$ cat src/rtl/palette_indexer_rgb555_defines.svh
`ifndef PALETTE_INDEXER_RGB555_DEFINES_SVH
`define PALETTE_INDEXER_RGB555_DEFINES_SVH

// Implication or plain property, sampled on the rising clock, off during reset.
`define PALIDX_ASSERT(lbl, clk, rst, prop, msg) \
   lbl: assert property (@(posedge clk) disable iff (rst) (prop)) else $error(msg);

// Condition that must never be seen outside reset.
`define PALIDX_NEVER(lbl, clk, rst, cond, msg) \
   lbl: assert property (@(posedge clk) disable iff (rst) !(cond)) else $error(msg);

`endif

$ cat src/rtl/palidx_pkg.sv
`default_nettype none

package palidx_pkg;

   localparam int PALETTE_DEPTH = 256;
   localparam int IDX_W         = $clog2(PALETTE_DEPTH);
   localparam int CNT_W         = $clog2(PALETTE_DEPTH + 1);
   localparam int CAP_PACKED    = 16;
   localparam int CAP_INDEX     = (PALETTE_DEPTH < 256) ? PALETTE_DEPTH : 256;

   localparam int COLOR_W   = 16;
   localparam int CHAN_W    = 8;
   localparam int ENTRY_W   = 8;
   localparam int MODE_W    = 2;
   localparam int KIND_W    = 2;
   localparam int COLORS_W  = 9;
   localparam int NIB_W     = 4;
   localparam int CMP_W     = (ENTRY_W > CNT_W) ? ENTRY_W : CNT_W;

   localparam logic [COLOR_W-1:0] TRANSPARENT_COLOR = 16'hFFFF;

   // request modes
   localparam logic [MODE_W-1:0] MODE_PIXEL   = 2'd0;
   localparam logic [MODE_W-1:0] MODE_READ    = 2'd1;
   localparam logic [MODE_W-1:0] MODE_RESTART = 2'd2;

   // output_mode register
   localparam logic [1:0] OM_PACKED = 2'd0;
   localparam logic [1:0] OM_INDEX  = 2'd1;

   // result kinds
   localparam logic [KIND_W-1:0] KIND_PACKED = 2'd0;
   localparam logic [KIND_W-1:0] KIND_INDEX  = 2'd1;
   localparam logic [KIND_W-1:0] KIND_DIRECT = 2'd2;
   localparam logic [KIND_W-1:0] KIND_ENTRY  = 2'd3;

   // configuration register indexes
   localparam int CSR_IDX_W  = 1;
   localparam int CSR_DATA_W = 2;
   localparam logic [CSR_IDX_W-1:0] CSR_OUTPUT_MODE   = 1'd0;
   localparam logic [CSR_IDX_W-1:0] CSR_ALPHA_PRESENT = 1'd1;

   // classified operations handed from front to back
   localparam int OP_W = 3;
   localparam logic [OP_W-1:0] OP_DIRECT  = 3'd0;
   localparam logic [OP_W-1:0] OP_INDEX   = 3'd1;
   localparam logic [OP_W-1:0] OP_PACK    = 3'd2;
   localparam logic [OP_W-1:0] OP_READ    = 3'd3;
   localparam logic [OP_W-1:0] OP_RESTART = 3'd4;

   localparam int QUEUE_DEPTH = 2;
   localparam int QPTR_W      = $clog2(QUEUE_DEPTH);
   localparam int QCNT_W      = $clog2(QUEUE_DEPTH + 1);

   typedef struct packed {
      logic [OP_W-1:0]    op;
      logic [COLOR_W-1:0] color;
      logic               last;
      logic [ENTRY_W-1:0] idx;
   } cmd_type;

endpackage

`default_nettype wire

$ cat src/rtl/palidx_front.sv
`default_nettype none

module palidx_front (
   input  wire logic                             req_valid,
   output logic                                  req_ready,
   input  wire logic [palidx_pkg::MODE_W-1:0]    req_mode,
   input  wire logic [palidx_pkg::CHAN_W-1:0]    req_red,
   input  wire logic [palidx_pkg::CHAN_W-1:0]    req_green,
   input  wire logic [palidx_pkg::CHAN_W-1:0]    req_blue,
   input  wire logic [palidx_pkg::CHAN_W-1:0]    req_alpha,
   input  wire logic                             req_last_pixel,
   input  wire logic [palidx_pkg::ENTRY_W-1:0]   req_entry_index,
   input  wire logic [1:0]                       output_mode,
   input  wire logic                             alpha_present,
   input  wire logic                             q_full,
   output logic                                  push,
   output palidx_pkg::cmd_type                   push_cmd
);
   import palidx_pkg::*;

   logic known_c;

   assign req_ready = !q_full;

   always_comb begin
      push_cmd.color = {1'b0, req_blue[7:3], req_green[7:3], req_red[7:3]};
      if (alpha_present && (req_alpha == '0)) begin
         push_cmd.color = TRANSPARENT_COLOR;
      end
      push_cmd.last = req_last_pixel;
      push_cmd.idx  = req_entry_index;
      known_c       = 1'b1;
      case (req_mode)
         MODE_PIXEL: begin
            case (output_mode)
               OM_PACKED: push_cmd.op = OP_PACK;
               OM_INDEX:  push_cmd.op = OP_INDEX;
               default:   push_cmd.op = OP_DIRECT;
            endcase
         end
         MODE_READ:    push_cmd.op = OP_READ;
         MODE_RESTART: push_cmd.op = OP_RESTART;
         default: begin
            // unknown request: taken and dropped
            push_cmd.op = OP_DIRECT;
            known_c     = 1'b0;
         end
      endcase
   end

   assign push = req_valid && req_ready && known_c;

endmodule

`default_nettype wire

$ cat config.mk
export PLATFORM = sky130hd
export DESIGN_NAME = palidx_front
export DESIGN_NICKNAME = d
export VERILOG_FILES = /design/src/rtl/palette_indexer_rgb555_defines.svh /design/src/rtl/palidx_pkg.sv /design/src/rtl/palidx_front.sv
export SDC_FILE = /design/constraint.sdc
export NUM_CORES = 1
export LEC_CHECK = 0
export BUFFER_PORTS_ARGS = -buffer_cell sky130_fd_sc_hd__buf_2
export CAP_MARGIN = 20
export CORE_UTILIZATION = 24
export DETAILED_ROUTE_END_ITERATION = 8
export PLACE_DENSITY = 0.79
export SLEW_MARGIN = 25
export SYNTH_ARGS = -nofsm -noshare
export SYNTH_HDL_FRONTEND = slang
export SYNTH_SLANG_ARGS = --single-unit
export TNS_END_PERCENT = 1
$ cat constraint.sdc
create_clock -name vclk -period 1.5
set_input_delay 0.3 -clock vclk [all_inputs]
set_output_delay 0.3 -clock vclk [all_outputs]
set_load 0.03 [all_outputs]
Word-level counts from Yosys, hierarchy flattened
Index checks and enable logic that the tools add are counted.
- multiplexer cells: 4
- reduce and logical (&&, ||, !) cells: 8
- equal/unequal tests: 3
- operators with widths (operator ; count):
    two-way mux 16 bit ; 1
    case mux 3 bit (3 select lines) ; 1
    logical NOT 8 bit ; 1
    == test 2 x 1 -> 1 bit, second input constant ; 2
    logical NOT 2 bit ; 2
    case mux 2 bit (2 select lines) ; 1
    logical AND 1 bit ; 3
    OR reduction 3 bit ; 1
    == test 2 bit, second input constant ; 1
    logical NOT 1 bit ; 1
    two-way mux 1 bit ; 1
- bits in registers: 0
- input bits: 48

Depth between registers and ports, before layout
Gate-level depths: netlist of the first run.
- word-level depth: 4
- depth in mapped cells: 4

Worst setup path before layout of the first run
Ideal clock, no wire load.
- path type: input-to-output
- start point: input req_alpha[6] in the netlist's numbering
- end point: output push_cmd[16] in the netlist's numbering
- data required time: 1.200 ns
- arrival: 1.767 ns
- slack: -0.567 ns
- stages: 3
- buffers on the path: 1
- path through: or4b_1 buf_6 o31ai_1
- RTL lines (element ; line ; source):
    from (decl) ; palidx_front.sv:10 ; input wire logic [palidx_pkg::CHAN_W-1:0] req_alpha,
    to (decl) ; palidx_front.sv:17 ; output palidx_pkg::cmd_type push_cmd

==> results.py, run 1 <==
metrics = {
    "outcome": {
        "run_status": "complete, but fails checks",
        "violated_checks": "setup timing",
    },
    "sta": {
        "final_max_slew_viol_count": 0,
        "final_critical_path_setup_slack_ps": -337.0,
        "tightest_slew_ps": 197.0,
        "setup_repair_after_global_routing_missed_its_margin": "yes",
        "min_period_over_period_pct": 122.5,
        "max_freq_ghz": 0.5444,
        "finalSetupViolations": 16,
        "period_needed_ps": 1837,
        "slew_headroom_pct": 86.87,
        "report.final.hold_viol_count": 0,
    },
    "yosys": {
        "synth_common_cells": "inv_1, buf_4, o31ai_2",
        "postSynthCellCount": 58,
        "fraction_of_post_synthesis_cell_area_in_the_top_cell_type_by_area_pct": 27.52,
        "yosysUniqueCellTypes": 17,
        "netlist_top_cells_area": "o31ai_2, buf_4, inv_1",
        "synth.yosys.seq_area_share_pct": 0,
        "syn_area_sq_um": 409.1,
        "library_cell_with_the_highest_instance_count_after_synthesis": "inv_1",
        "yosys_warnings": 0,
        "mappedNetlistNets": 106,
        "synth_area_leader_cell": "o31ai_2",
        "synth_area_per_cell_sq_um": 7.054,
    },
    "placed_design": {
        "dpl_cell_area_sq_um": 745.7,
        "post-place-ws_ps": -406.5,
        "io_buffer_count": 51,
        "gp_congestion": 0.6609,
        "place.detailed.hpwl_um": 927.7,
        "placedCellCount": 115,
    },
    "worst_setup_path": {
        "worst-endpoint-arrival_ps": 1540,
        "worst_ep_required_ps": 1200,
        "setup_crit_start_kind": "input port",
        "endpoint_kind": "output pin",
        "worst-path-max-fanout": 7,
        "timing_worst_setup_path_type": "input port to output pin",
    },
    "global_routing": {
        "antenna_found_initial": 0,
        "grt-ovfl-total": 0,
        "grt_start_max_net_pins": 17,
        "grt_pass1_wl_mm": 1.704,
        "first_global_vias": 435,
        "grt_util_all_layers_pct": 11.04,
    },
    "final_layout": {
        "finalNetCount": 149,
        "antennaDiodeCount": 0,
        "seq_cell_count": 0,
        "drive_above_1_share_pct": 75.76,
        "areaGrowthSynthToFinish_pct": 128.1,
        "final.clkbuf_count": 0,
        "postLayoutCellArea_sq_um": 933.4,
        "regArea_sq_um": 0,
        "post_route_non_filler_standard_cell_count": 115,
    },
    "drt": {
        "routed-via-count": 524,
        "routed_wirelength_mm": 1.232,
        "route.detailed.vias_per_inst": 4.557,
        "detail-route-antenna-nets": 0,
        "detail_route.iter0.violations": 2,
        "drc": 0,
        "firstDrtPassIters": 2,
        "wire_per_inst_um": 10.71,
    },
    "clock_network": {
        "cts_setup_buffers": 0,
        "ctsHoldBuffers": 0,
    },
    "power_and_ir_drop": {
        "vdd.ir_drop.worst_mv": 0.1920,
        "p_switching_uw": 152.9,
        "sequential_fraction_of_design_power_pct": 0,
        "power.share.switching_pct": 55.36,
        "power.static_leakage_nw": 0.4609,
        "power_frac_clock_pct": 0,
        "internal_power_uw": 123.3,
        "power_density_mw_per_mm2": 295.9,
        "combPwrFrac_pct": 100.0,
    },
    "flow_run": {
        "timing.max_cap.violations": 0,
    },
    "floorplan": {
        "die_w_um": 43.29,
        "coreArea_sq_mm": 0.001541,
        "io-pin-count": 78,
        "floorplan.die_area_sq_mm": 0.001874,
        "initial_core_util_pct": 26.54,
        "floorplan.rows": 14,
        "die-height_um": 43.29,
    },
    "worst_hold_path": {
        "holdCritPathClass": "input port to output pin",
    },
}
## worst paths after layout
kind | startpoint | end | cells past startpoint | slack (ps)
setup / recovery | req_alpha[2] | push_cmd[16] | 5 | -340
hold / removal | req_entry_index[2] | push_cmd[2] | 0 | 600
## through the flow
| stage | hold slack, ps | util [%] | setup TNS [ps] | power (mW) |
|---|---|---|---|---|
| detailed placement | 600.2 | 48.38 | -6065 | 0.2262 |
| CTS | 600.2 | 54.38 | -4980 | 0.2527 |
| floorplan | 709.6 | - | -5216 | 0.1934 |
| global placement | 600.2 | 48.38 | -5927 | 0.2212 |
| finish | 600.0 | 60.55 | -4578 | 0.2762 |
| global route | 600.1 | 60.55 | -4917 | 0.2931 |
## layer usage
metal	global-route usage (%)	vias up	routed length [um]	part of all wire (%)
met2	24.18	38	671	54
li1	-	263	-	-
met3	1.277	0	133	11
met1	10.91	223	426	35
met5	0	-	0	0
met4	0.6061	0	0	0
## cells by family (layout without fill, tap and decap cells)
| family | Yosys count | count (layout) | synth area share (%) |
|---|---|---|---|
| compound gates | 17 | 17 | 40.98 |
| simple gates | 9 | 9 | 14.99 |
| buf+inv | 32 | 73 | 44.04 |
## layout by cell type, fill, tap and decap left out
master    synthesis  final
buf_4             9      1
or3_1             1      1
and3_1            1      1
nand2_1           1      1
inv_1            17     17
or2_2             2      2
a21oi_1           2      2
buf_6             1     17
buf_12            1      4
nor3_4            0      1
o31ai_4           0     15
nand2b_1          1      1
buf_2             2     34
nor2b_1           1      1
or4b_4            0      1
## worst max-delay path: stages
cell and delay [ps]:
buf_6 90, or4b_4 570, buf_12 180, o31ai_4 230
buf_6 160
## repair_timing
action	CTS	global route
gates cloned	0	0
pin swaps	0	12
setup endpoints to repair	16	16
resized for setup	30	16
## layout make-up
| cell class | count | area, sq um |
|---|---|---|
| multi-input combinational | 26 | 400.4 |
| inverter | 17 | 63.81 |
| tap | 16 | 20.02 |
| fill | 133 | 608.1 |
| timing repair buffer | 56 | 449.2 |
## power groups by stage
stage,registers [mW],clock network (mW),logic (mW)
3_5_place_dp,0,0,0.226
2_1_floorplan,0,0,0.193
3_3_place_gp,0,0,0.221
5_1_grt,0,0,0.293
6_report,0,0,0.276
4_1_cts,0,0,0.253
No activity file was read; power rests on OpenSTA's default activity.
==> run 2: changes to the inputs <==
--- a/config.mk
+++ b/config.mk
@@ -11,2 +11,3 @@
 export DETAILED_ROUTE_END_ITERATION = 8
+export GPL_TIMING_DRIVEN = 0
 export PLACE_DENSITY = 0.79
==> constraint.sdc (replaced) <==
create_clock -name vclk -period 1.5
set_input_delay 0 -clock vclk [all_inputs]
set_output_delay 0 -clock vclk [all_outputs]
set_load 0.03 [all_outputs]
==> run 2 against run 1 <==
  * The run now ends clean
  * Global-route usage increased by 1.2 points
  * Fmax up 36%
  * Combinational power down 12%
  * Sequential cell count stayed put
  * Worst hold slack got worse by 350 ps
  * Sequential share of layout area is the same
  * Core utilization is 13 points lower
  * Die area stayed put
  * Via count is 8.0% higher
  * Count of clock-buffer cells in the layout is the same
  * Setup slack better by 480 ps
  * Critical endpoint is now push_cmd[11]
  * Largest cell class unchanged
==> results.py, run 2 (synthesis gave the netlist of run 1 again) <==
metrics = {
    "global_routing": {
        "grt-ovfl-total": 0,
        "met1_usage_pct": 13.16,
        "grt_pass1_wl_mm": 1.897,
        "antenna_found_initial": 0,
        "first_global_vias": 469,
        "grt.busiest_layer": "met2",
        "grt_util_all_layers_pct": 12.24,
        "grt_util_met3_pct": 0,
        "use_met2_pct": 26.87,
        "grt_start_max_net_pins": 11,
    },
    "final_layout": {
        "final.clkbuf_count": 0,
        "areaGrowthSynthToFinish_pct": 78.29,
        "drive_above_1_share_pct": 72.03,
        "antennaDiodeCount": 0,
        "fill_cells": 165,
        "most-common-layout-cells": "buf_2, inv_1, o31ai_2, buf_4, o31ai_1",
        "area_of_combinational_cells_with_multiple_inputs_sq_um": 229.0,
        "final_common_cell": "buf_2",
        "finalNetCount": 168,
        "regArea_sq_um": 0,
        "seq_cell_count": 0,
    },
    "floorplan": {
        "die-height_um": 43.29,
        "initial_core_util_pct": 26.54,
        "coreArea_sq_mm": 0.001541,
        "floorplan.rows": 14,
        "io-pin-count": 78,
        "floorplan.die_area_sq_mm": 0.001874,
        "die_w_um": 43.29,
    },
    "worst_setup_path": {
        "timing.critical_path.depth": 6,
        "worstPathCellList": "buf_2 > or4b_1 > buf_6 > buf_12 > o31ai_2 > buf_2",
        "crit_end": "push_cmd[11]",
        "cp_delay_by_family_top": "buffers and inverters",
        "path_common_cell": "buf_2",
        "setup_crit_start_kind": "input port",
        "timing.critical_path.slowest_stage_cell": "or4b_1",
        "critical_path.startpoint": "req_alpha[6]",
        "worst-path-max-fanout": 10,
        "timing_worst_setup_path_type": "input port to output pin",
        "worst-endpoint-arrival_ps": 1360,
        "critical_path_buf_inv_count": 4,
        "cp_slowest_stage_delay_ps": 530,
        "worst_ep_required_ps": 1500,
        "endpoint_kind": "output pin",
    },
    "drt": {
        "detail-route-antenna-nets": 0,
        "drc": 0,
        "routed_wirelength_mm": 1.123,
        "route.detailed.vias_per_inst": 4.224,
        "wire_per_inst_um": 8.381,
        "routed-via-count": 566,
        "detail_route.iter0.violations": 2,
        "firstDrtPassIters": 2,
    },
    "power_and_ir_drop": {
        "combPwrFrac_pct": 100.0,
        "power_frac_clock_pct": 0,
        "report.power.total_uw": 242.3,
        "internal_power_uw": 95.53,
        "sequential_fraction_of_design_power_pct": 0,
        "power.share.switching_pct": 60.58,
        "p_switching_uw": 146.8,
        "power.static_leakage_nw": 0.4513,
        "vdd.ir_drop.worst_mv": 0.1344,
        "power_density_mw_per_mm2": 332.2,
    },
    "sta": {
        "finalSetupViolations": 0,
        "max_freq_ghz": 0.7377,
        "period_needed_ps": 1356,
        "final.setup.tns_ps": 0,
        "report.final.hold_viol_count": 0,
        "final_max_slew_viol_count": 0,
        "min_period_over_period_pct": 90.38,
        "slew_headroom_pct": 82.04,
        "setup_repair_after_global_routing_missed_its_margin": "no",
        "tightest_slew_ps": 269.4,
    },
    "clock_network": {
        "cts_setup_buffers": 0,
        "post_cts_resize_count": 0,
        "ctsHoldBuffers": 0,
    },
    "outcome": {
        "run_status": "completed",
    },
    "placed_design": {
        "place.detailed.hpwl_mm": 1.008,
        "gp_congestion": 0.6572,
        "io_buffer_count": 60,
    },
    "worst_hold_path": {
        "holdCritPathClass": "input port to output pin",
    },
    "flow_run": {
        "timing.max_cap.violations": 0,
    },
}
run 2: changes by cell type in the layout (fill, tap and decap cells not counted):
cell	change
buf_2	+28
buf_6	-16
o31ai_4	-15
o31ai_2	+9
buf_4	+8
o31ai_1	+6
buf_12	-3
clkbuf_1	+2
nor3_2	+1
nor3_4	-1
or4b_1	+1
or4b_4	-1
run 2: layer usage:
layer | part of all wire, % | wire length (um)
met5 | 0 | 0
met4 | 0 | 0
met3 | 7.9 | 89
met2 | 57 | 644
met1 | 35 | 390
run 2: worst min path at each step:
| stage | from | endpoint | slack [ps] | cells after the start |
|---|---|---|---|---|
| after floorplan | req_mode[1] | push_cmd[25] | 110 | 1 |
| after global placement | req_entry_index[3] | push_cmd[3] | 250 | 2 |
| after detailed placement | req_entry_index[5] | push_cmd[5] | 250 | 2 |
| after CTS | req_entry_index[2] | push_cmd[2] | 250 | 2 |
| after global routing | req_entry_index[3] | push_cmd[3] | 260 | 2 |
| final | req_entry_index[4] | push_cmd[4] | 250 | 2 |
run 2: power groups by stage:
stage          sequential (mW)  combinational (mW)  clock (mW)
3_5_place_dp                 0               0.244           0
4_1_cts                      0               0.244           0
3_3_place_gp                 0               0.242           0
2_1_floorplan                0               0.164           0
6_report                     0               0.242           0
5_1_grt                      0               0.261           0
run 2: through the flow:
stage / setup slack (ps) / cell area [sq um] / hold WS, ps / std cells / util (%)
finish: 144.4 / 729.5 / 249.6 / 134 / 47.32
global route: 64.80 / 729.5 / 255.5 / 134 / 47.32
CTS: 130.6 / 729.5 / 250.8 / 134 / 47.32
detailed placement: 130.6 / 729.5 / 250.8 / 134 / 47.32
global placement: 169.7 / 729.5 / 250.9 / 134 / 47.32
floorplan: 32.50 / 409.1 / 109.6 / 58 / -
run 2: area by class of cell:
type                            count  share of cell area, %
Tap cell                           16                  2.744
Buffer                             15                  15.95
Timing Repair Buffer               60                  41.17
Multi-Input combinational cell     26                  31.39
Inverter                           17                  8.748
