File: src/rtl/palette_indexer_rgb555_defines.svh
`ifndef PALETTE_INDEXER_RGB555_DEFINES_SVH
`define PALETTE_INDEXER_RGB555_DEFINES_SVH

// Implication or plain property, sampled on the rising clock, off during reset.
`define PALIDX_ASSERT(lbl, clk, rst, prop, msg) \
   lbl: assert property (@(posedge clk) disable iff (rst) (prop)) else $error(msg);

// Condition that must never be seen outside reset.
`define PALIDX_NEVER(lbl, clk, rst, cond, msg) \
   lbl: assert property (@(posedge clk) disable iff (rst) !(cond)) else $error(msg);

`endif

File: src/rtl/palidx_pkg.sv
`default_nettype none

package palidx_pkg;

   localparam int PALETTE_DEPTH = 256;
   localparam int IDX_W         = $clog2(PALETTE_DEPTH);
   localparam int CNT_W         = $clog2(PALETTE_DEPTH + 1);
   localparam int CAP_PACKED    = 16;
   localparam int CAP_INDEX     = (PALETTE_DEPTH < 256) ? PALETTE_DEPTH : 256;

   localparam int COLOR_W   = 16;
   localparam int CHAN_W    = 8;
   localparam int ENTRY_W   = 8;
   localparam int MODE_W    = 2;
   localparam int KIND_W    = 2;
   localparam int COLORS_W  = 9;
   localparam int NIB_W     = 4;
   localparam int CMP_W     = (ENTRY_W > CNT_W) ? ENTRY_W : CNT_W;

   localparam logic [COLOR_W-1:0] TRANSPARENT_COLOR = 16'hFFFF;

   // request modes
   localparam logic [MODE_W-1:0] MODE_PIXEL   = 2'd0;
   localparam logic [MODE_W-1:0] MODE_READ    = 2'd1;
   localparam logic [MODE_W-1:0] MODE_RESTART = 2'd2;

   // output_mode register
   localparam logic [1:0] OM_PACKED = 2'd0;
   localparam logic [1:0] OM_INDEX  = 2'd1;

   // result kinds
   localparam logic [KIND_W-1:0] KIND_PACKED = 2'd0;
   localparam logic [KIND_W-1:0] KIND_INDEX  = 2'd1;
   localparam logic [KIND_W-1:0] KIND_DIRECT = 2'd2;
   localparam logic [KIND_W-1:0] KIND_ENTRY  = 2'd3;

   // configuration register indexes
   localparam int CSR_IDX_W  = 1;
   localparam int CSR_DATA_W = 2;
   localparam logic [CSR_IDX_W-1:0] CSR_OUTPUT_MODE   = 1'd0;
   localparam logic [CSR_IDX_W-1:0] CSR_ALPHA_PRESENT = 1'd1;

   // classified operations handed from front to back
   localparam int OP_W = 3;
   localparam logic [OP_W-1:0] OP_DIRECT  = 3'd0;
   localparam logic [OP_W-1:0] OP_INDEX   = 3'd1;
   localparam logic [OP_W-1:0] OP_PACK    = 3'd2;
   localparam logic [OP_W-1:0] OP_READ    = 3'd3;
   localparam logic [OP_W-1:0] OP_RESTART = 3'd4;

   localparam int QUEUE_DEPTH = 2;
   localparam int QPTR_W      = $clog2(QUEUE_DEPTH);
   localparam int QCNT_W      = $clog2(QUEUE_DEPTH + 1);

   typedef struct packed {
      logic [OP_W-1:0]    op;
      logic [COLOR_W-1:0] color;
      logic               last;
      logic [ENTRY_W-1:0] idx;
   } cmd_type;

endpackage

`default_nettype wire

File: src/rtl/palidx_queue.sv
`default_nettype none

module palidx_queue (
   input  wire logic                 clock,
   input  wire logic                 reset,
   input  wire logic                 push,
   input  wire palidx_pkg::cmd_type  push_cmd,
   input  wire logic                 pop,
   output logic                      full,
   output logic                      head_valid,
   output palidx_pkg::cmd_type       head_cmd
);
   import palidx_pkg::*;

   cmd_type             slot_ff [QUEUE_DEPTH];
   logic [QPTR_W-1:0]   wr_ptr_ff, wr_ptr_in;
   logic [QPTR_W-1:0]   rd_ptr_ff, rd_ptr_in;
   logic [QCNT_W-1:0]   count_ff, count_in;

   assign full       = (count_ff == QCNT_W'(QUEUE_DEPTH));
   assign head_valid = (count_ff != '0);
   assign head_cmd   = slot_ff[rd_ptr_ff];

   always_comb begin
      wr_ptr_in = wr_ptr_ff;
      rd_ptr_in = rd_ptr_ff;
      count_in  = count_ff;
      if (push) begin
         wr_ptr_in = (wr_ptr_ff == QPTR_W'(QUEUE_DEPTH - 1)) ? '0 : wr_ptr_ff + 1'b1;
      end
      if (pop) begin
         rd_ptr_in = (rd_ptr_ff == QPTR_W'(QUEUE_DEPTH - 1)) ? '0 : rd_ptr_ff + 1'b1;
      end
      if (push && !pop) begin
         count_in = count_ff + 1'b1;
      end else if (pop && !push) begin
         count_in = count_ff - 1'b1;
      end
   end

   always_ff @(posedge clock) begin
      if (reset) begin
         wr_ptr_ff <= '0;
         rd_ptr_ff <= '0;
         count_ff  <= '0;
      end else begin
         wr_ptr_ff <= wr_ptr_in;
         rd_ptr_ff <= rd_ptr_in;
         count_ff  <= count_in;
      end
   end

   always_ff @(posedge clock) begin
      if (push) begin
         slot_ff[wr_ptr_ff] <= push_cmd;
      end
   end

endmodule

`default_nettype wire

File: config.mk
export PLATFORM = sky130hd
export DESIGN_NAME = palidx_queue
export DESIGN_NICKNAME = d
export VERILOG_FILES = /design/src/rtl/palette_indexer_rgb555_defines.svh /design/src/rtl/palidx_pkg.sv /design/src/rtl/palidx_queue.sv
export SDC_FILE = /design/constraint.sdc
export NUM_CORES = 1
export LEC_CHECK = 0
export BUFFER_PORTS_ARGS = -buffer_cell sky130_fd_sc_hd__buf_2
export CAP_MARGIN = 20
export CORE_MARGIN = 3
export CORE_UTILIZATION = 50
export DETAILED_ROUTE_END_ITERATION = 8
export PLACE_DENSITY = 0.81
export RECOVER_POWER = 25
export SLEW_MARGIN = 10
export SYNTH_ARGS = -nofsm -noshare
export SYNTH_HDL_FRONTEND = slang
export SYNTH_SLANG_ARGS = --single-unit
File: constraint.sdc
create_clock -name clock -period 2.4 [get_ports clock]
set_input_delay 0.36 -clock clock [delete_from_list [all_inputs] [get_ports clock]]
set_output_delay 0.36 -clock clock [all_outputs]
set_load 0.03 [all_outputs]
Word level (Yosys, flattened, before mapping)

Memory sizes are Yosys's and may differ from the RTL's. A register that Yosys moved wholly into a read port is not among the register bits.
Index checks and enable logic that the tools add are counted.
Widths: inputs -> output; s select.

Eq/ne operators: 1
Add/subtract/negate cells: 4
Multiplexer cells: 8
Bitwise gates (word level): 0
$lt $le $gt $ge: 0
Multipliers: 0
Reduce and logical (&&, ||, !) cells: 6
Shift-type cells: 0
Div/mod/pow operators: 0

Operator list:

| operator            | count |
|---|---|
| $mux 1              | 6 |
| $mux 2              | 2 |
| $reduce_bool 2->1   | 2 |
| $add 1x1->1 const B | 2 |
| $add 2x1->2 const B | 1 |
| $eq 2x2->1 const B  | 1 |
| $logic_and 1x1->1   | 2 |
| $logic_not 1->1     | 2 |
| $sub 2x1->2 const B | 1 |

Bits in writable memories: 56
Bits in latches: 0
Logic and storage cells: 23
Memories: 1
Output and inout bits: 30
Flip-flop bits (word level): 4
Bits in read-only memories: 0
Input port bits: 32

Memories:

| name    | depth | bits a word | rd ports | clocked after memory_dff | write ports | line               | source |
|---|---|---|---|---|---|---|---|
| slot_ff | 2     | 28          | 1        | 1                        | 1           | palidx_queue.sv:15 | `cmd_type slot_ff [QUEUE_DEPTH];` |

Depth between registers and ports, before layout

Gate-level depths: netlist (run 1).

Depth after elaboration: 4
Gate-level depth with buffers: 5
Gate-level depth less buffers: 5

Least setup slack after synthesis (run 1)

OpenSTA, ideal clock, no wires.

Kind: input-to-reg
Start: input port push
End: memory slot_ff[0][0] (netlist name), enable pin
Cell stages on the path: 1
Buffers on the path: 0
Library setup time: 0.416 ns
Slack: 0.347 ns
Required time: 1.984 ns
Arrival time: 1.637 ns
Cell sequence: nor2b_1

Cells in the longest elaborated chain, start to end: 2

RTL lines:

| item                         | line               | source |
|---|---|---|
| from (decl)                  | palidx_queue.sv:6  | `input wire logic push,` |
| $mux 1                       | palidx_queue.sv:54 | `if (push) begin` |
| $mux 1 (not written as such) | palidx_queue.sv:55 | `slot_ff[wr_ptr_ff] <= push_cmd;` |
| to (decl)                    | palidx_queue.sv:15 |  |

No other way between the ends.

==> results of run 1 <==
==> flip-flops by register name (all words and copies together), names as in the netlist, named ones only <==
name and cells:
rd_ptr_ff 1, count_ff 2, slot_ff 56, wr_ptr_ff 1
==> metrics by stage <==
stage / instance area (um2) / setup slack, ps / std cells
after floorplan: 2230 / 347 / 109
after global placement: 2630 / 768 / 222
after detailed placement: 2630 / 723 / 222
after CTS: 2780 / 377 / 238
after global routing: 2770 / 329 / 238
final: 2770 / 408 / 238
==> worst min-delay path by stage <==
stage                 startpoint             end  slack [ps]  cells after the start
floorplan                  reset     count_ff[1]         430                      1
global placement     count_ff[1]     count_ff[1]         470                      2
detailed placement   count_ff[1]     count_ff[1]         520                      2
CTS                 push_cmd[20]  slot_ff[1][20]         220                      1
global route        push_cmd[18]  slot_ff[1][18]         220                      1
finish              push_cmd[20]  slot_ff[0][20]         230                      1
==> logic make-up (layout without fill, tap and decap cells) <==
kind of cell             Yosys count  count (layout)
multiplexers                      28              28
AND/OR/NAND/NOR                    9               9
XOR/XNOR                           4               4
AO/OA/AOI/OAI                      2               2
buffers and inverters              4              83
flip-flops                        61              61
adder cells (fa/ha/maj)            1               1
==> placed cells by master, fill, tap and decap left out, types with 2 or more instances in the layout <==
cell and instances:
clkinv_1 2, buf_4 4, nor2_1 4, dfxtp_1 5, buf_2 52, xor2_1 2, clkbuf_8 9, xnor2_1 2
clkbuf_1 13, edfxtp_1 56, mux2_2 28
==> Yosys cell counts <==
cell | n | area share [%]
or3_1 | 1 | 0.28
and2b_2 | 1 | 0.39
ha_1 | 1 | 0.56
xor2_1 | 2 | 0.78
buf_2 | 1 | 0.22
inv_1 | 1 | 0.17
buf_6 | 2 | 1.0
edfxtp_1 | 56 | 75
dfxtp_1 | 5 | 4.5
o21ai_0 | 1 | 0.22
mux2_2 | 28 | 14
or2_2 | 1 | 0.28
xnor2_1 | 2 | 0.78
nor2_1 | 4 | 0.67
a21oi_1 | 1 | 0.22
and2_1 | 1 | 0.28
nor2b_1 | 1 | 0.28
==> layer usage <==
metal	track usage, %	up-vias	share of wire, %
li1	-	568	-
met4	9.22	0	2.0
met5	0	-	0
met1	18.1	577	40
met2	25.4	45	50
met3	4.55	8	7.6
==> worst max-delay path, stage by stage (launching register included) <==
cell and delay (ps):
dfxtp_1 550, buf_12 230, mux2_2 350, buf_2 180
==> cell type report <==
class | count | area (um2) | area share [%]
flip-flops and latches | 61 | 1780 | 64.4
multi-input cells | 44 | 424 | 15.3
repair buffers | 66 | 344 | 12.4
clock buffers | 13 | 139 | 5.02
well taps | 50 | 62.6 | 2.26
clock inverters | 3 | 12.5 | 0.452
inverters | 1 | 3.75 | 0.136
==> power by group <==
part	internal, W	total (W)	switching [W]	leakage (nW)
Clock	0.000367	0.000706	0.000338	0.0765
Sequential	0.00124	0.00126	0.0000260	0.567
Combinational	0.000135	0.000355	0.000220	0.407
Total	0.00174	0.00232	0.000585	1.05
==> metrics.md, run 1 <==
| Metric | Value |
|---|---|
| DRC errors left | `0` |
| Die footprint | `5310 um2` |
| Final period util | `83.0%` |
| Post-synthesis adder-cell area fraction | `0.560%` |
| Ys Warns | `0` |
| Clk Latency, worst-skew pair | `310 ps` |
| Simple-gate share of the synthesized area | `2.18%` |
| CTS Hold Bufs | `0` |
| Antenna violations before repair | `0` |
| FF-to-FF Start | `wr_ptr_ff` |
| Port bufs | `61` |
| Syn Nets | `142` |
| Vias post-DR | `1198` |
| Total gr overflow | `0` |
| Ports | `62` |
| Worst reg2reg endpoint | `slot_ff[1][16]` |
| Distinct cells, synth | `17` |
| Largest family of logic cells by synthesized area | `multiplexers` |
| Antenna viol nets, final | `0` |
| # setup viols final | `0` |
| Drt first pass iters | `4` |
| CTS tree | `yes` |
| Post-Synth XOR/XNOR Area | `1.57%` |
| Fill count | `301` |
| Worst Skew | `2.19 ps` |
| Worst endpoint required time | `2040 ps` |
| Die X | `72.9 um` |
| CTS buffer count | `9` |
| WHS | `233 ps` |
| Worst Setup Path Type | `flop to output pin` |
| Core Area | `4140 um2` |
| Layout area overhead | `23.9%` |
| Critical Path Fanout Max | `21` |
| RSZ-0062 raised after global routing | `no` |
| Rel. slew slack | `74.2%` |
| Rows | `23` |
| CTS Root Cell | `clkbuf_8` |
| TNS Setup | `0 ps` |
| Post-Syn Instances | `109` |
| Largest net degree at the start of global routing | `22` |
| P_leak | `1.05 nW` |
| First-pass GRT wire length | `5990 um` |
| Clock Sinks | `61` |
| 1st-iter DRT viols | `53` |
| Final Hold Viols | `0` |
| Final core utilization | `66.8%` |
| Max-slew violations | `0` |
| PD cells | `840 nW/um2` |
| Final Power | `0.00232 W` |
| Status | `finished, final reports clean` |
| Compound-cell area share of the yosys netlist | `0.448%` |
| Final GP Congestion | `0.744` |
| Postcts setup bufs | `0` |
| Clock transition at path regs | `60 ps` |
| Mux share of post-synthesis cell area | `14.1%` |
| Minimum clock period | `1990 ps` |
| Worst-case reg-to-reg path depth | `2` |
| Total GRT Usage | `15.5%` |
| Mean Syn Cell Area | `20.5 um2` |
| Initial core utilization | `53.9%` |
| # resized after CTS | `0` |
| #FFs+latches synth | `61` |
| Detailed Place HPWL | `2690 um` |
| DR vias/cell | `5.03` |
| F_max | `502 MHz` |
| Post-synthesis sequential area ratio | `79.7%` |
| Vias in the first global route | `1265` |
| Slew at the pin with the worst max-slew slack | `387 ps` |
| Peak VDD IR | `0.000449 V` |
| Max Cap Violations | `0` |
| Clk buf depth | `2` |
| Mapped Area | `2230 um2` |
| # nets final | `216` |
| Setup crit end | `head_cmd[4]` |
| Chip height | `72.9 um` |
| Critical path arrival | `1630 ps` |
| Total Wirelength | `3790 um` |
| Average wire per standard cell | `15.9 um` |
| Ratio of cells with drive above 1 in the final layout | `52.1%` |
| Diode count | `0` |
| Hold crit path type | `primary input to flop` |
| Reg2reg setup slack | `1330 ps` |
| CP Capture Type | `output pin` |
| H-tree Lvls | `3` |
| Crit path launch type | `flop` |
Note: power is estimated with default switching activity, not from simulation.
==> run 2: changes to the inputs <==
--- a/config.mk
+++ b/config.mk
@@ -5,12 +5,13 @@
 export SDC_FILE = /design/constraint.sdc
 export NUM_CORES = 1
 export LEC_CHECK = 0
+export ABC_AREA = 1
 export BUFFER_PORTS_ARGS = -buffer_cell sky130_fd_sc_hd__buf_2
 export CAP_MARGIN = 20
 export CORE_MARGIN = 3
 export CORE_UTILIZATION = 50
 export DETAILED_ROUTE_END_ITERATION = 8
-export PLACE_DENSITY = 0.81
+export PLACE_DENSITY = 0.8
 export RECOVER_POWER = 25
 export SLEW_MARGIN = 10
 export SYNTH_ARGS = -nofsm -noshare
==> constraint.sdc (replaced) <==
create_clock -name clock -period 2 [get_ports clock]
set_input_delay 0.3 -clock clock [delete_from_list [all_inputs] [get_ports clock]]
set_output_delay 0.3 -clock clock [all_outputs]
set_load 0.03 [all_outputs]
==> run 2 against run 1 <==
  * Sequential cell count unchanged
  * Utilization down 1.2 points
  * Sequential power up 19%
  * Clock-buffer cell count down 4
  * Critical path depth unchanged
  * Largest power group unchanged
==> metrics.md, run 2 <==
| Metric | Value |
|---|---|
| Total gr overflow | `0` |
| Number of flip-flops in the largest register | `56` |
| Chip height | `74.6 um` |
| Final core utilization | `65.6%` |
| Mapped Area | `2350 um2` |
| Vias post-DR | `1224` |
| DR vias/cell | `4.88` |
| WHS | `146 ps` |
| # resized after CTS | `0` |
| Number of flops mapped to enable cells by yosys | `56` |
| Ports | `62` |
| Die X | `74.6 um` |
| Antenna viol nets, final | `0` |
| Most used routing layer | `met2` |
| Top cells by area, synth | `edfxtp_1 (72%), mux2_4 (13%), dfxtp_1 (4.3%)` |
| CTS tree | `yes` |
| H-tree Lvls | `3` |
| Clock Sinks | `61` |
| Postcts setup bufs | `0` |
| Worst Skew | `7.19 ps` |
| Total GRT Usage | `14.9%` |
| Antenna violations before repair | `0` |
| Clk pwr share | `35.7%` |
| Critical Path Fanout Max | `16` |
| Mux share of post-synthesis cell area | `16.6%` |
| Post-synthesis sequential area ratio | `75.8%` |
| Crit path launch type | `flop` |
| Crit-path leading delay family | `flip-flops` |
| Worst endpoint required time | `1700 ps` |
| Minimum clock period | `1920 ps` |
| Final period util | `96.0%` |
| WP buf/inv | `2` |
| Syn Nets | `153` |
| Most flop-heavy register | `slot_ff` |
| Global routing usage on met1 | `14.5%` |
| Post-Synth XOR/XNOR Area | `0.373%` |
| 1st-iter DRT viols | `76` |
| CP Capture Type | `output pin` |
| Critical path arrival | `1620 ps` |
| Max-slew violations | `0` |
| Post-synth top flop | `edfxtp_1` |
| Clock transition at path regs | `70 ps` |
| Status | `finished, final reports clean` |
| Area leader, netlist | `edfxtp_1` |
| Max stage delay on crit path | `560 ps` |
| Power share of the combinational group | `14.2%` |
| Top cells by count, synth | `edfxtp_1 (56), mux2_4 (20), inv_1 (9)` |
| Final Hold Viols | `0` |
| Post-synthesis adder-cell area fraction | `0.532%` |
| Rows | `24` |
| Most common cell in the netlist | `edfxtp_1` |
| Core Area | `4440 um2` |
| Post-Syn Instances | `120` |
| Switch share | `25.9%` |
| Net switching power | `0.000778 W` |
| F_max | `521 MHz` |
| # setup viols final | `0` |
| Hold crit path type | `primary input to flop` |
| Top flop regs | `slot_ff x56, count_ff x2` |
| TNS Setup | `0 ps` |
| Met2 usage | `24.2%` |
| Place WS | `437 ps` |
| Worst-path cell chain | `buf_12 > mux2_4 > buf_2` |
| Layout area overhead | `24.0%` |
| Clk buf depth | `2` |
| Ys Warns | `0` |
| Simple-gate share of the synthesized area | `2.61%` |
| Largest net degree at the start of global routing | `18` |
| Diode count | `0` |
| #FFs+latches synth | `61` |
| Max Cap Violations | `0` |
| Compound-cell area share of the yosys netlist | `0.426%` |
| Average wire per standard cell | `15.5 um` |
| Drt first pass iters | `4` |
| Commonest non-fill, non-tap cell in the layout | `edfxtp_1` |
| Post-synth top area share | `71.6%` |
| Vias in the first global route | `1215` |
| Port bufs | `61` |
| Internal | `0.00222 W` |
| Total Wirelength | `3890 um` |
| DRC errors left | `0` |
| Mean Syn Cell Area | `19.6 um2` |
| # nets final | `227` |
| CTS Root Cell | `clkbuf_8` |
| P_leak | `1.20 nW` |
| Slew at the pin with the worst max-slew slack | `363 ps` |
| Most frequent cells in the layout | `edfxtp_1 (56), buf_2 (55), mux2_4 (20)` |
| PD cells | `1030 nW/um2` |
| Worst Setup Path Type | `flop to output pin` |
| Final GP Congestion | `0.710` |
| Die footprint | `5560 um2` |
| Fill count | `319` |
| Distinct cells, synth | `16` |
| Rel. slew slack | `75.8%` |
| Fraction of registers with async set/reset | `0%` |
| Peak VDD IR | `0.000589 V` |
| Largest family of logic cells by synthesized area | `multiplexers` |
| CTS Hold Bufs | `0` |
| Crit-path slowest cell | `dfxtp_2` |
| Final worst-path setup slack | `79.4 ps` |
| Ratio of cells with drive above 1 in the final layout | `53.3%` |
| Global-route track usage on met3 | `7.84%` |
| Initial core utilization | `52.9%` |
| RSZ-0062 raised after global routing | `no` |
| Clk Latency, worst-skew pair | `330 ps` |
| Flop pwr share | `50.0%` |
| CTS buffer count | `9` |
| Detailed Place HPWL | `2690 um` |
| First-pass GRT wire length | `5610 um` |
-- run 2: changes by cell type after synthesis, moves of 2 or more --
cell     change
mux2_2      -20
xor2_1       -2
buf_12       +2
mux2_4      +20
inv_1        +8
nand2_1      +6
nor2_1       +2
-- run 2: layout make-up --
type,instances,area [um2],share of cell area (%)
well taps,52,65.1,2.23
inverters,9,33.8,1.16
clock buffers,9,124,4.25
repair buffers,66,348,11.9
clock inverters,7,75.1,2.58
multi-input cells,47,485,16.7
flip-flops and latches,61,1780,61.2
-- run 2: path summary, 6_finish.rpt --
kind                startpoint              to  slack [ps]  cells past startpoint
hold reg to reg      rd_ptr_ff       rd_ptr_ff         520                      2
setup / recovery          flop    head_cmd[11]          80                      3
setup reg to reg     wr_ptr_ff   slot_ff[1][3]         950                      3
hold / removal    push_cmd[14]  slot_ff[1][14]         150                      1
-- run 2: cells by family (layout without fill, tap and decap cells) --
group	after synthesis	in the layout
flip-flops	61	61
buffers and inverters	12	91
AND/OR/NAND/NOR	15	15
multiplexers	28	28
XOR/XNOR	1	1
adder cells (fa/ha/maj)	1	1
AO/OA/AOI/OAI	2	2
-- run 2: per-layer routing --
metal | wire, um | part of all wire [%] | vias to the layer above
met2 | 2020 | 52 | 46
met5 | 0 | 0 | -
met1 | 1450 | 37 | 571
li1 | - | - | 597
met4 | 110 | 2.8 | 0
met3 | 308 | 7.9 | 10
-- run 2: through the flow --
step                area [um2]  power (W)  instances
finish                    2910    0.00300        251
detailed placement        2720    0.00196        235
floorplan                 2350    0.00184        120
CTS                       2920    0.00304        251
global placement          2720    0.00194        235
global route              2910    0.00312        251
-- run 2: power by group through the flow --
stage          sequential [W]  clock (W)  combinational (W)
2_1_floorplan         0.00151          0           0.000327
3_3_place_gp          0.00153          0           0.000419
3_5_place_dp          0.00153          0           0.000433
4_1_cts               0.00150    0.00110           0.000434
5_1_grt               0.00151    0.00116           0.000455
6_report              0.00150    0.00107           0.000427
-- run 2: worst reg2reg max path: stages, from the launching register on --
cell,delay [ps]
dfxtp_1,360
nand2_1,60
inv_1,60
buf_4,250
