--- config.mk ---
export PLATFORM = sky130hd
export DESIGN_NAME = palidx_back
export DESIGN_NICKNAME = d
export VERILOG_FILES = /design/src/rtl/palidx_pkg.sv /design/src/rtl/palidx_back.sv
export VERILOG_INCLUDE_DIRS = /design/src /design/src/rtl
export SDC_FILE = /design/constraint.sdc
export NUM_CORES = 2
export LEC_CHECK = 0
export BUFFER_PORTS_ARGS = -buffer_cell sky130_fd_sc_hd__buf_2
export CAP_MARGIN = 20
export CORE_MARGIN = 3
export CORE_UTILIZATION = 53
export CTS_BUF_LIST = sky130_fd_sc_hd__clkbuf_16
export DETAILED_ROUTE_END_ITERATION = 16
export GPL_ROUTABILITY_DRIVEN = 0
export PLACE_DENSITY_LB_ADDON = 0.12
export SYNTH_ARGS = -nofsm -noshare
export SYNTH_HDL_FRONTEND = slang
export SYNTH_SLANG_ARGS = --single-unit
--- constraint.sdc ---
create_clock -name clock -period 9.35 [get_ports clock]
set_input_delay 0.4675 -clock clock [delete_from_list [all_inputs] [get_ports clock]]
set_output_delay 0.4675 -clock clock [all_outputs]
set_load 0.01 [all_outputs]
--- src/rtl/palette_indexer_rgb555_defines.svh ---
`ifndef PALETTE_INDEXER_RGB555_DEFINES_SVH
`define PALETTE_INDEXER_RGB555_DEFINES_SVH

// Implication or plain property, sampled on the rising clock, off during reset.
`define PALIDX_ASSERT(lbl, clk, rst, prop, msg) \
   lbl: assert property (@(posedge clk) disable iff (rst) (prop)) else $error(msg);

// Condition that must never be seen outside reset.
`define PALIDX_NEVER(lbl, clk, rst, cond, msg) \
   lbl: assert property (@(posedge clk) disable iff (rst) !(cond)) else $error(msg);

`endif

--- src/rtl/palidx_pkg.sv ---
`default_nettype none

package palidx_pkg;

   localparam int PALETTE_DEPTH = 256;
   localparam int IDX_W         = $clog2(PALETTE_DEPTH);
   localparam int CNT_W         = $clog2(PALETTE_DEPTH + 1);
   localparam int CAP_PACKED    = 16;
   localparam int CAP_INDEX     = (PALETTE_DEPTH < 256) ? PALETTE_DEPTH : 256;

   localparam int COLOR_W   = 16;
   localparam int CHAN_W    = 8;
   localparam int ENTRY_W   = 8;
   localparam int MODE_W    = 2;
   localparam int KIND_W    = 2;
   localparam int COLORS_W  = 9;
   localparam int NIB_W     = 4;
   localparam int CMP_W     = (ENTRY_W > CNT_W) ? ENTRY_W : CNT_W;

   localparam logic [COLOR_W-1:0] TRANSPARENT_COLOR = 16'hFFFF;

   // request modes
   localparam logic [MODE_W-1:0] MODE_PIXEL   = 2'd0;
   localparam logic [MODE_W-1:0] MODE_READ    = 2'd1;
   localparam logic [MODE_W-1:0] MODE_RESTART = 2'd2;

   // output_mode register
   localparam logic [1:0] OM_PACKED = 2'd0;
   localparam logic [1:0] OM_INDEX  = 2'd1;

   // result kinds
   localparam logic [KIND_W-1:0] KIND_PACKED = 2'd0;
   localparam logic [KIND_W-1:0] KIND_INDEX  = 2'd1;
   localparam logic [KIND_W-1:0] KIND_DIRECT = 2'd2;
   localparam logic [KIND_W-1:0] KIND_ENTRY  = 2'd3;

   // configuration register indexes
   localparam int CSR_IDX_W  = 1;
   localparam int CSR_DATA_W = 2;
   localparam logic [CSR_IDX_W-1:0] CSR_OUTPUT_MODE   = 1'd0;
   localparam logic [CSR_IDX_W-1:0] CSR_ALPHA_PRESENT = 1'd1;

   // classified operations handed from front to back
   localparam int OP_W = 3;
   localparam logic [OP_W-1:0] OP_DIRECT  = 3'd0;
   localparam logic [OP_W-1:0] OP_INDEX   = 3'd1;
   localparam logic [OP_W-1:0] OP_PACK    = 3'd2;
   localparam logic [OP_W-1:0] OP_READ    = 3'd3;
   localparam logic [OP_W-1:0] OP_RESTART = 3'd4;

   localparam int QUEUE_DEPTH = 2;
   localparam int QPTR_W      = $clog2(QUEUE_DEPTH);
   localparam int QCNT_W      = $clog2(QUEUE_DEPTH + 1);

   typedef struct packed {
      logic [OP_W-1:0]    op;
      logic [COLOR_W-1:0] color;
      logic               last;
      logic [ENTRY_W-1:0] idx;
   } cmd_type;

endpackage

`default_nettype wire

--- src/rtl/palidx_back.sv ---
`default_nettype none
`include "palette_indexer_rgb555_defines.svh"

module palidx_back (
   input  wire logic                              clock,
   input  wire logic                              reset,
   input  wire logic                              head_valid,
   input  wire palidx_pkg::cmd_type               head_cmd,
   output logic                                   pop,
   output logic                                   rsp_valid,
   input  wire logic                              rsp_ready,
   output logic [palidx_pkg::COLOR_W-1:0]         rsp_value,
   output logic [palidx_pkg::KIND_W-1:0]          rsp_value_kind,
   output logic [palidx_pkg::COLORS_W-1:0]        rsp_colors_used,
   output logic                                   rsp_overflow_error
);
   import palidx_pkg::*;

   localparam logic [1:0] ST_IDLE   = 2'd0;
   localparam logic [1:0] ST_SEARCH = 2'd1;
   localparam logic [1:0] ST_RDWAIT = 2'd2;
   localparam logic [1:0] ST_FINISH = 2'd3;

   logic [COLOR_W-1:0]  mem [PALETTE_DEPTH];
   logic [COLOR_W-1:0]  rd_q_ff;
   logic                rd_zero_ff;
   logic [IDX_W-1:0]    rd_addr_c;
   logic                mem_we_c;

   logic [1:0]          state_ff, state_in;
   cmd_type             cur_ff, cur_in;
   logic [CNT_W-1:0]    j_ff, j_in;
   logic                cmp_vld_ff, cmp_vld_in;
   logic [IDX_W-1:0]    cmp_idx_ff, cmp_idx_in;
   logic [COLOR_W-1:0]  res_val_ff, res_val_in;
   logic [CNT_W-1:0]    cnt_ff, cnt_in;
   logic [NIB_W-1:0]    held_ff, held_in;
   logic                pend_ff, pend_in;
   logic                ovf_ff, ovf_in;

   logic                rsp_valid_ff, rsp_valid_in;
   logic [COLOR_W-1:0]  rsp_value_ff, rsp_value_in;
   logic [KIND_W-1:0]   rsp_kind_ff, rsp_kind_in;
   logic [COLORS_W-1:0] rsp_colors_ff, rsp_colors_in;
   logic                rsp_ovf_ff, rsp_ovf_in;

   logic [COLOR_W-1:0]  rd_word_c;
   logic [CNT_W-1:0]    cap_c, limit_c;
   logic                issue_c, hit_c;
   logic                emit_c, out_free_c;
   logic [COLOR_W-1:0]  out_val_c;
   logic [KIND_W-1:0]   out_kind_c;
   logic [NIB_W-1:0]    nib_c;

   // entry 0 is the fixed transparent color and never lives in the array
   assign rd_word_c = rd_zero_ff ? TRANSPARENT_COLOR : rd_q_ff;
   assign cap_c     = (cur_ff.op == OP_PACK) ? CNT_W'(CAP_PACKED) : CNT_W'(CAP_INDEX);
   assign limit_c   = (cnt_ff < cap_c) ? cnt_ff : cap_c;
   assign issue_c   = (state_ff == ST_SEARCH) && (j_ff < limit_c) && !hit_c;
   assign hit_c     = cmp_vld_ff && (rd_word_c == cur_ff.color);
   assign rd_addr_c = (state_ff == ST_IDLE) ? IDX_W'(head_cmd.idx) : IDX_W'(j_ff);
   assign nib_c     = res_val_ff[NIB_W-1:0];
   assign out_free_c = !rsp_valid_ff || rsp_ready;

   always_comb begin
      emit_c     = 1'b1;
      out_val_c  = res_val_ff;
      out_kind_c = KIND_ENTRY;
      case (cur_ff.op)
         OP_PACK: begin
            out_kind_c = KIND_PACKED;
            if (pend_ff) begin
               out_val_c = COLOR_W'({nib_c, held_ff});
            end else if (cur_ff.last) begin
               out_val_c = COLOR_W'(nib_c);
            end else begin
               emit_c = 1'b0;
            end
         end
         OP_INDEX:  out_kind_c = KIND_INDEX;
         OP_DIRECT: out_kind_c = KIND_DIRECT;
         default:   out_kind_c = KIND_ENTRY;
      endcase
   end

   always_comb begin
      state_in      = state_ff;
      cur_in        = cur_ff;
      j_in          = j_ff;
      cmp_vld_in    = 1'b0;
      cmp_idx_in    = cmp_idx_ff;
      res_val_in    = res_val_ff;
      cnt_in        = cnt_ff;
      held_in       = held_ff;
      pend_in       = pend_ff;
      ovf_in        = ovf_ff;
      pop           = 1'b0;
      mem_we_c      = 1'b0;
      rsp_valid_in  = rsp_valid_ff && !rsp_ready;
      rsp_value_in  = rsp_value_ff;
      rsp_kind_in   = rsp_kind_ff;
      rsp_colors_in = rsp_colors_ff;
      rsp_ovf_in    = rsp_ovf_ff;

      case (state_ff)
         ST_IDLE: begin
            if (head_valid) begin
               pop    = 1'b1;
               cur_in = head_cmd;
               case (head_cmd.op)
                  OP_RESTART: begin
                     cnt_in  = CNT_W'(1);
                     held_in = '0;
                     pend_in = 1'b0;
                     ovf_in  = 1'b0;
                  end
                  OP_READ: begin
                     // read issued this cycle at head_cmd.idx
                     if (CMP_W'(head_cmd.idx) < CMP_W'(cnt_ff)) begin
                        state_in = ST_RDWAIT;
                     end else begin
                        res_val_in = '0;
                        state_in   = ST_FINISH;
                     end
                  end
                  OP_DIRECT: begin
                     res_val_in = head_cmd.color;
                     state_in   = ST_FINISH;
                  end
                  default: begin
                     j_in     = '0;
                     state_in = ST_SEARCH;
                  end
               endcase
            end
         end
         ST_SEARCH: begin
            cmp_vld_in = issue_c;
            cmp_idx_in = IDX_W'(j_ff);
            if (issue_c) begin
               j_in = j_ff + 1'b1;
            end
            if (hit_c) begin
               res_val_in = COLOR_W'(cmp_idx_ff);
               state_in   = ST_FINISH;
            end else if (!issue_c && !cmp_vld_ff) begin
               // searched all, no match
               if (cnt_ff < cap_c) begin
                  mem_we_c   = 1'b1;
                  res_val_in = COLOR_W'(cnt_ff);
                  cnt_in     = cnt_ff + 1'b1;
               end else begin
                  ovf_in     = 1'b1;
                  res_val_in = '0;
               end
               state_in = ST_FINISH;
            end
         end
         ST_RDWAIT: begin
            res_val_in = rd_word_c;
            state_in   = ST_FINISH;
         end
         ST_FINISH: begin
            if (!emit_c || out_free_c) begin
               if (cur_ff.op == OP_PACK) begin
                  if (pend_ff || cur_ff.last) begin
                     pend_in = 1'b0;
                     held_in = '0;
                  end else begin
                     pend_in = 1'b1;
                     held_in = nib_c;
                  end
               end
               if (emit_c) begin
                  rsp_valid_in  = 1'b1;
                  rsp_value_in  = out_val_c;
                  rsp_kind_in   = out_kind_c;
                  rsp_colors_in = COLORS_W'(cnt_ff);
                  rsp_ovf_in    = ovf_ff;
               end
               state_in = ST_IDLE;
            end
         end
         default: state_in = ST_IDLE;
      endcase
   end

   always_ff @(posedge clock) begin
      if (reset) begin
         state_ff     <= ST_IDLE;
         cmp_vld_ff   <= 1'b0;
         cnt_ff       <= CNT_W'(1);
         held_ff      <= '0;
         pend_ff      <= 1'b0;
         ovf_ff       <= 1'b0;
         rsp_valid_ff <= 1'b0;
      end else begin
         state_ff     <= state_in;
         cmp_vld_ff   <= cmp_vld_in;
         cnt_ff       <= cnt_in;
         held_ff      <= held_in;
         pend_ff      <= pend_in;
         ovf_ff       <= ovf_in;
         rsp_valid_ff <= rsp_valid_in;
      end
   end

   always_ff @(posedge clock) begin
      cur_ff        <= cur_in;
      j_ff          <= j_in;
      cmp_idx_ff    <= cmp_idx_in;
      res_val_ff    <= res_val_in;
      rsp_value_ff  <= rsp_value_in;
      rsp_kind_ff   <= rsp_kind_in;
      rsp_colors_ff <= rsp_colors_in;
      rsp_ovf_ff    <= rsp_ovf_in;
   end

   always_ff @(posedge clock) begin
      if (mem_we_c) begin
         mem[IDX_W'(cnt_ff)] <= cur_ff.color;
      end
      rd_q_ff    <= mem[rd_addr_c];
      rd_zero_ff <= (rd_addr_c == '0);
   end

   assign rsp_valid          = rsp_valid_ff;
   assign rsp_value          = rsp_value_ff;
   assign rsp_value_kind     = rsp_kind_ff;
   assign rsp_colors_used    = rsp_colors_ff;
   assign rsp_overflow_error = rsp_ovf_ff;

   `PALIDX_NEVER(a_cnt_range, clock, reset, (cnt_ff == '0) || (cnt_ff > CNT_W'(CAP_INDEX)), "palette count out of range")
   `PALIDX_ASSERT(a_cnt_step, clock, reset, (cnt_ff > $past(cnt_ff)) |-> (cnt_ff == $past(cnt_ff) + 1'b1), "palette grew by more than one entry")
   `PALIDX_ASSERT(a_ovf_src, clock, reset, $rose(ovf_ff) |-> ($past(state_ff) == ST_SEARCH), "overflow set outside search")
   `PALIDX_ASSERT(a_rsp_src, clock, reset, $rose(rsp_valid_ff) |-> ($past(state_ff) == ST_FINISH), "response loaded outside finish")

endmodule

`default_nettype wire

**Word-level counts from Yosys, hierarchy flattened**

Memory sizes are Yosys's and may differ from the RTL's. A register that Yosys moved wholly into a read port is not among the register bits.
Index checks and enable logic that the tools add are counted.

- Register bits after elaboration: 101
- Memory bits (writable): 4096
- Bits of input ports: 32
- Output and inout bits: 30
- Word-level logic and storage cells: 140
- Memories kept: 1

- Add/sub/neg operators: 2
- Magnitude comparators: 3
- Equality and inequality tests: 22
- Multiplexer cells: 62
- Bitwise logic cells: 1
- Reductions and logical operators: 31

Memories:

| name | words | bits a word | rd ports | clocked after Yosys merged registers in | wr ports | line | text |
|---|---|---|---|---|---|---|---|
| mem | 256 | 16 | 1 | 1 | 1 | palidx_back.sv:24 | `logic [COLOR_W-1:0] mem [PALETTE_DEPTH];` |

Operators with widths:

| operator | count |
|---|---|
| 16-bit 2-to-1 mux | 8 |
| 9-bit 2-to-1 mux | 11 |
| 16-bit one-hot mux with 3 select lines | 1 |
| 9-bit one-hot mux with 2 select lines | 2 |
| 16-bit one-hot mux with 2 select lines | 1 |
| 1-bit 2-to-1 mux | 23 |
| 4-bit 2-to-1 mux | 5 |
| 9-bit by 1-bit adder with 9-bit output, second input constant | 2 |
| 9-bit < comparator | 2 |
| 2-bit != test, second input constant | 9 |
| 16-bit equality test | 1 |
| 2-bit one-hot mux with 3 select lines | 2 |
| 6-bit AND reduction | 2 |
| 5-bit AND reduction | 2 |
| 8-bit by 9-bit < comparator with 1-bit output | 1 |
| 8-bit logical NOT | 1 |
| 2-bit 2-to-1 mux | 4 |
| 8-bit 2-to-1 mux | 1 |
| 2-bit one-hot mux with 4 select lines | 1 |
| 4-bit one-hot mux with 2 select lines | 1 |
| 4-bit AND reduction | 2 |
| 3-bit by 2-bit equality test with 1-bit output, second input constant | 2 |
| 1-bit logical NOT | 6 |
| 3-bit logical NOT | 2 |
| other kinds (19) | 29 |

**Longest topological paths before layout**

- Word-level depth: 14
- Gate-level depth with buffers: 17
- Gate-level depth less buffers: 12

**Worst setup path after synthesis**

Ideal clock, no wire load.

- Path kind: reg2reg
- Start: reg cur_ff[20] in the netlist's numbering
- End: reg res_val_ff[0], enable pin
- Library setup time: 0.414 ns
- Arrival: 6.180 ns
- Required time: 8.936 ns
- Path slack: 2.756 ns
- Stages on the path, launching flop included: 7
- Buffers on the path: 0
- Clock period less this slack: 6.594 ns
- Cells stage by stage: edfxtp_1 a21boi_0 a211oi_1 o2111ai_1 o41ai_1 a21oi_1 a211oi_1

- Cells in the longest elaborated chain, start to end: 8

RTL lines:

| element | line | text |
|---|---|---|
| start: declaration | palidx_back.sv:31 | `cmd_type cur_ff, cur_in;` |
| start signal: assignment | palidx_back.sv:209 | `cur_ff <= cur_in;` |
| 16-bit equality test (*) | palidx_back.sv:60 | `assign hit_c = cmp_vld_ff && (rd_word_c == cur_ff.color);` |
| 1-bit logical AND (*) | palidx_back.sv:60 |  |
| 1-bit logical NOT | palidx_back.sv:59 | `assign issue_c = (state_ff == ST_SEARCH) && (j_ff < limit_c) && !hit_c;` |
| 1-bit logical AND | palidx_back.sv:59 |  |
| 1-bit logical NOT | palidx_back.sv:146 | `end else if (!issue_c && !cmp_vld_ff) begin` |
| 1-bit logical AND | palidx_back.sv:146 |  |
| 3-bit by 2-bit != test with 1-bit output (no source line) (*) | -- |  |
| 5-bit AND reduction (no source line) (*) | -- |  |
| end signal: assignment | palidx_back.sv:212 | `res_val_ff <= res_val_in;` |
| end: declaration | palidx_back.sv:35 | `logic [COLOR_W-1:0] res_val_ff, res_val_in;` |

Mark *: on every way between the ends. The rest lies on a longest branch, timed or not.
A chain may end at the register's enable or synchronous reset.

**Final worst setup path**

- Start: reg state_ff[0]
- End: reg rd_q_ff[3] (read register of mem)

- Cells in the longest elaborated chain, start to end: 2

RTL lines:

| element | line | text |
|---|---|---|
| start: declaration | palidx_back.sv:30 | `logic [1:0] state_ff, state_in;` |
| start signal: assignment | palidx_back.sv:198 | `state_ff <= state_in;` |
| 2-bit logical NOT | palidx_back.sv:61 | `assign rd_addr_c = (state_ff == ST_IDLE) ? IDX_W'(head_cmd.idx) : IDX_W'(j_ff);` |
| 8-bit 2-to-1 mux | palidx_back.sv:61 |  |
| end: declaration | palidx_back.sv:25 | `logic [COLOR_W-1:0] rd_q_ff;` |

No other way between the ends.

==> flow_metrics.tcl <==
set metrics [dict create \
    hold_viol 0 \
    postLayoutCellArea_sq_um 184000 \
    period_minus_slack_ns 6.09 \
    h-tree-depth 5 \
    tritoncts "built" \
    cts_num_sinks 4213 \
    antenna_found_initial 39 \
    syn_area_sq_um 163000 \
    nets 9285 \
    grt_pass1_wl_um 682000 \
    synth-async-reset-ratio_pct 0 \
    violations "slew limit" \
    grt_max_degree 195 \
    yosysTopAreaCellShare_pct 76.8 \
    reg2reg_depth 12 \
    synth_common_cells "edfxtp_1, nand2_1, mux4_2" \
    worstPathRequired_ns 10.25 \
    dieArea_sq_um 315000 \
    cp-endpoint "rd_q_ff[3]" \
    synth_edf_count 4177 \
    postSynthCellCount 8802 \
    start_util_pct 53.3 \
    maxSlewHeadroom_pct -0.468 \
    wl_per_cell_um 35.5 \
    grt_setup_unrepaired "no" \
    drc 0 \
    area_delta_synth_final_pct 12.8 \
    cts_hold_buf 22 \
    synthSimpleGateAreaFrac_pct 5.40 \
    cts_resized 0 \
    synth_nets 8858 \
    clk_path_buf_depth 4 \
    yosysMostFrequentCell "edfxtp_1" \
    p_per_area_nw_per_um2 302 \
    worstSetupEndpointType "register" \
    vias_per_cell 6.62 \
    synth_top_cell_by_area "edfxtp_1" \
    clock_latency_ns 0.99 \
    synth-seq-area-share_pct 77.2 \
    dp_hpwl_um 286000 \
    p_leak_uw 0.0590 \
    grt_util_all_layers_pct 30.6 \
    drv_cap 0 \
    crit_type "reg2reg" \
    die_x_um 561 \
    post-cts-setup-buffer-count 0 \
    synthAdderAreaFrac_pct 0.184 \
    outcome "finished with violations" \
    setup_viol 0 \
    cp.arrival_ns 6.99 \
    ys.flop_type "edfxtp_1" \
    route.vias.total 90800 \
    reg2reg_from "state_ff[0]" \
    setup.worst_path.start_class "register" \
    r2r_end "rd_q_ff[3]" \
    yosysWarnings 0 \
    clk_pin_slew_ns 0.07 \
    synth_mux_area_share_pct 11.0 \
    crit_start "state_ff[0]" \
    antenna_left 0 \
    drive_above_1_share_pct 20.7 \
    syn_area_per_cell_sq_um 18.6 \
    ys_types 82 \
    place_area_sq_um 170000 \
    r2r_slack_ns 3.26 \
    numCtsBuffers 425 \
    rows 203 \
    vdd_drop_max_mv 0.255 \
    synth_area_leaders "edfxtp_1, mux4_2, nand2_1, nand3_1, mux2i_1" \
    finalClockSkew_ns 0.0696 \
    final.fill_count 22200 \
    io_buffers 61 \
    wirelength_um 486000 \
    timing.setup.tns_ns 0 \
    max_freq_mhz 164 \
    synth_top_family_by_area "multiplexers" \
    fin_crit_sh_pct 65.2 \
    hold_class "in2reg" \
    dp_slack_ns 3.43 \
    grt.overflow.total 0 \
    crit_fanout 68 \
    pin_count 62 \
    synth-xor-area-share_pct 0.0375 \
    cts.root.buffer_cell "clkbuf_16" \
    fp.coreArea_sq_um 306000 \
    first_iter_violations 14600 \
    setup_ws_ns 3.26 \
    grt_pass1_vias 86600 \
    dr.pass1.iters 6 \
    finalMaxSlewViolations 1 \
    die_y_um 561 \
    ys_ff_latch 4213 \
    worst_pin_slew_ns 1.51 \
    synth_compound_area_share_pct 4.43 \
]
## flip-flops by register name, indices dropped and copies added (netlist names), 9 cells and up
register,count
cur_ff,20
j_ff,9
rsp_value,16
rd_q_ff,16
mem,4096
cnt_ff,9
rsp_colors_used,9
res_val_ff,16
## layout by cell type (no fill, tap or decap), types with 74 or more instances in the layout
| master | Yosys | final |
|---|---|---|
| a21oi_1 | 246 | 244 |
| nor2_1 | 329 | 294 |
| nand2_1 | 1225 | 1205 |
| clkbuf_16 | 0 | 428 |
| buf_4 | 59 | 418 |
| clkinv_1 | 0 | 114 |
| o22ai_1 | 118 | 118 |
| o21ai_0 | 74 | 74 |
| clkinv_2 | 0 | 83 |
| o2111ai_1 | 114 | 114 |
| mux4_2 | 715 | 715 |
| nand3_1 | 392 | 388 |
| mux2i_1 | 129 | 123 |
| inv_1 | 16 | 92 |
| edfxtp_1 | 4177 | 4177 |
## worst max-delay path: stages, from the launching register on
cell and delay, ns:
dfxtp_1 0.34, inv_1 0.10, ha_2 0.60, mux2i_4 0.52, buf_12 0.39, buf_12 0.40
mux4_2 0.34, nor2_1 0.07, a221oi_1 0.25, o221ai_1 0.55, a221oi_1 1.40, a32oi_1 0.56
o22ai_1 0.31
## metrics by stage
step,power (uW),instances,utilization (%),hold slack [ns]
finish,55600,13700,60.2,0.106
global route,57100,13700,60.1,0.0879
CTS,55500,13700,60.1,0.0429
detailed placement,39000,12900,55.6,0.513
global placement,38900,12900,55.5,0.508
floorplan,32100,8802,-,0.403
## area by class of cell
class | instances | area (sq um) | area share [%]
Sequential cell | 4213 | 126000 | 68.5
Multi-Input combinational cell | 4030 | 34800 | 18.9
Clock buffer | 428 | 10700 | 5.81
Tap cell | 4100 | 5130 | 2.78
Timing Repair Buffer | 543 | 4400 | 2.39
Antenna cell | 21 | 52.6 | 0.0285
Inverter | 16 | 60.1 | 0.0326
Clock inverter | 354 | 2980 | 1.62
## report_power, final
part,switching (uW),internal (uW)
Sequential,251,22000
Combinational,11700,5040
Clock,7270,9420
## how the worst min path moves through the flow
stage              startpoint                 end  slack, ns  depth (start not counted)
2_1_floorplan       cnt_ff[6]  rsp_colors_used[6]       0.40                          0
3_3_place_gp          pend_ff             pend_ff       0.51                          2
3_5_place_dp   res_val_ff[13]       rsp_value[13]       0.51                          1
4_1_cts            head_valid       res_val_ff[0]       0.04                          3
5_1_grt            head_valid       res_val_ff[0]       0.09                          3
6_report           head_valid       res_val_ff[0]       0.11                          3
## cell families after synthesis
logic type | Yosys count
flip-flops | 4213
AND/OR/NAND/NOR | 2090
AO/OA/AOI/OAI | 1021
multiplexers | 888
buffers and inverters | 559
adder cells (fa/ha/maj) | 24
XOR/XNOR | 7
## layer usage
layer	track usage [%]	share of wire, %	vias to the layer above
met5	0	0.018	-
met4	10.3	3.6	10
met3	7.68	13	793
met2	44.7	45	5889
met1	45.6	39	47600
li1	-	-	36400
No activity file was read; power rests on OpenSTA's default activity.
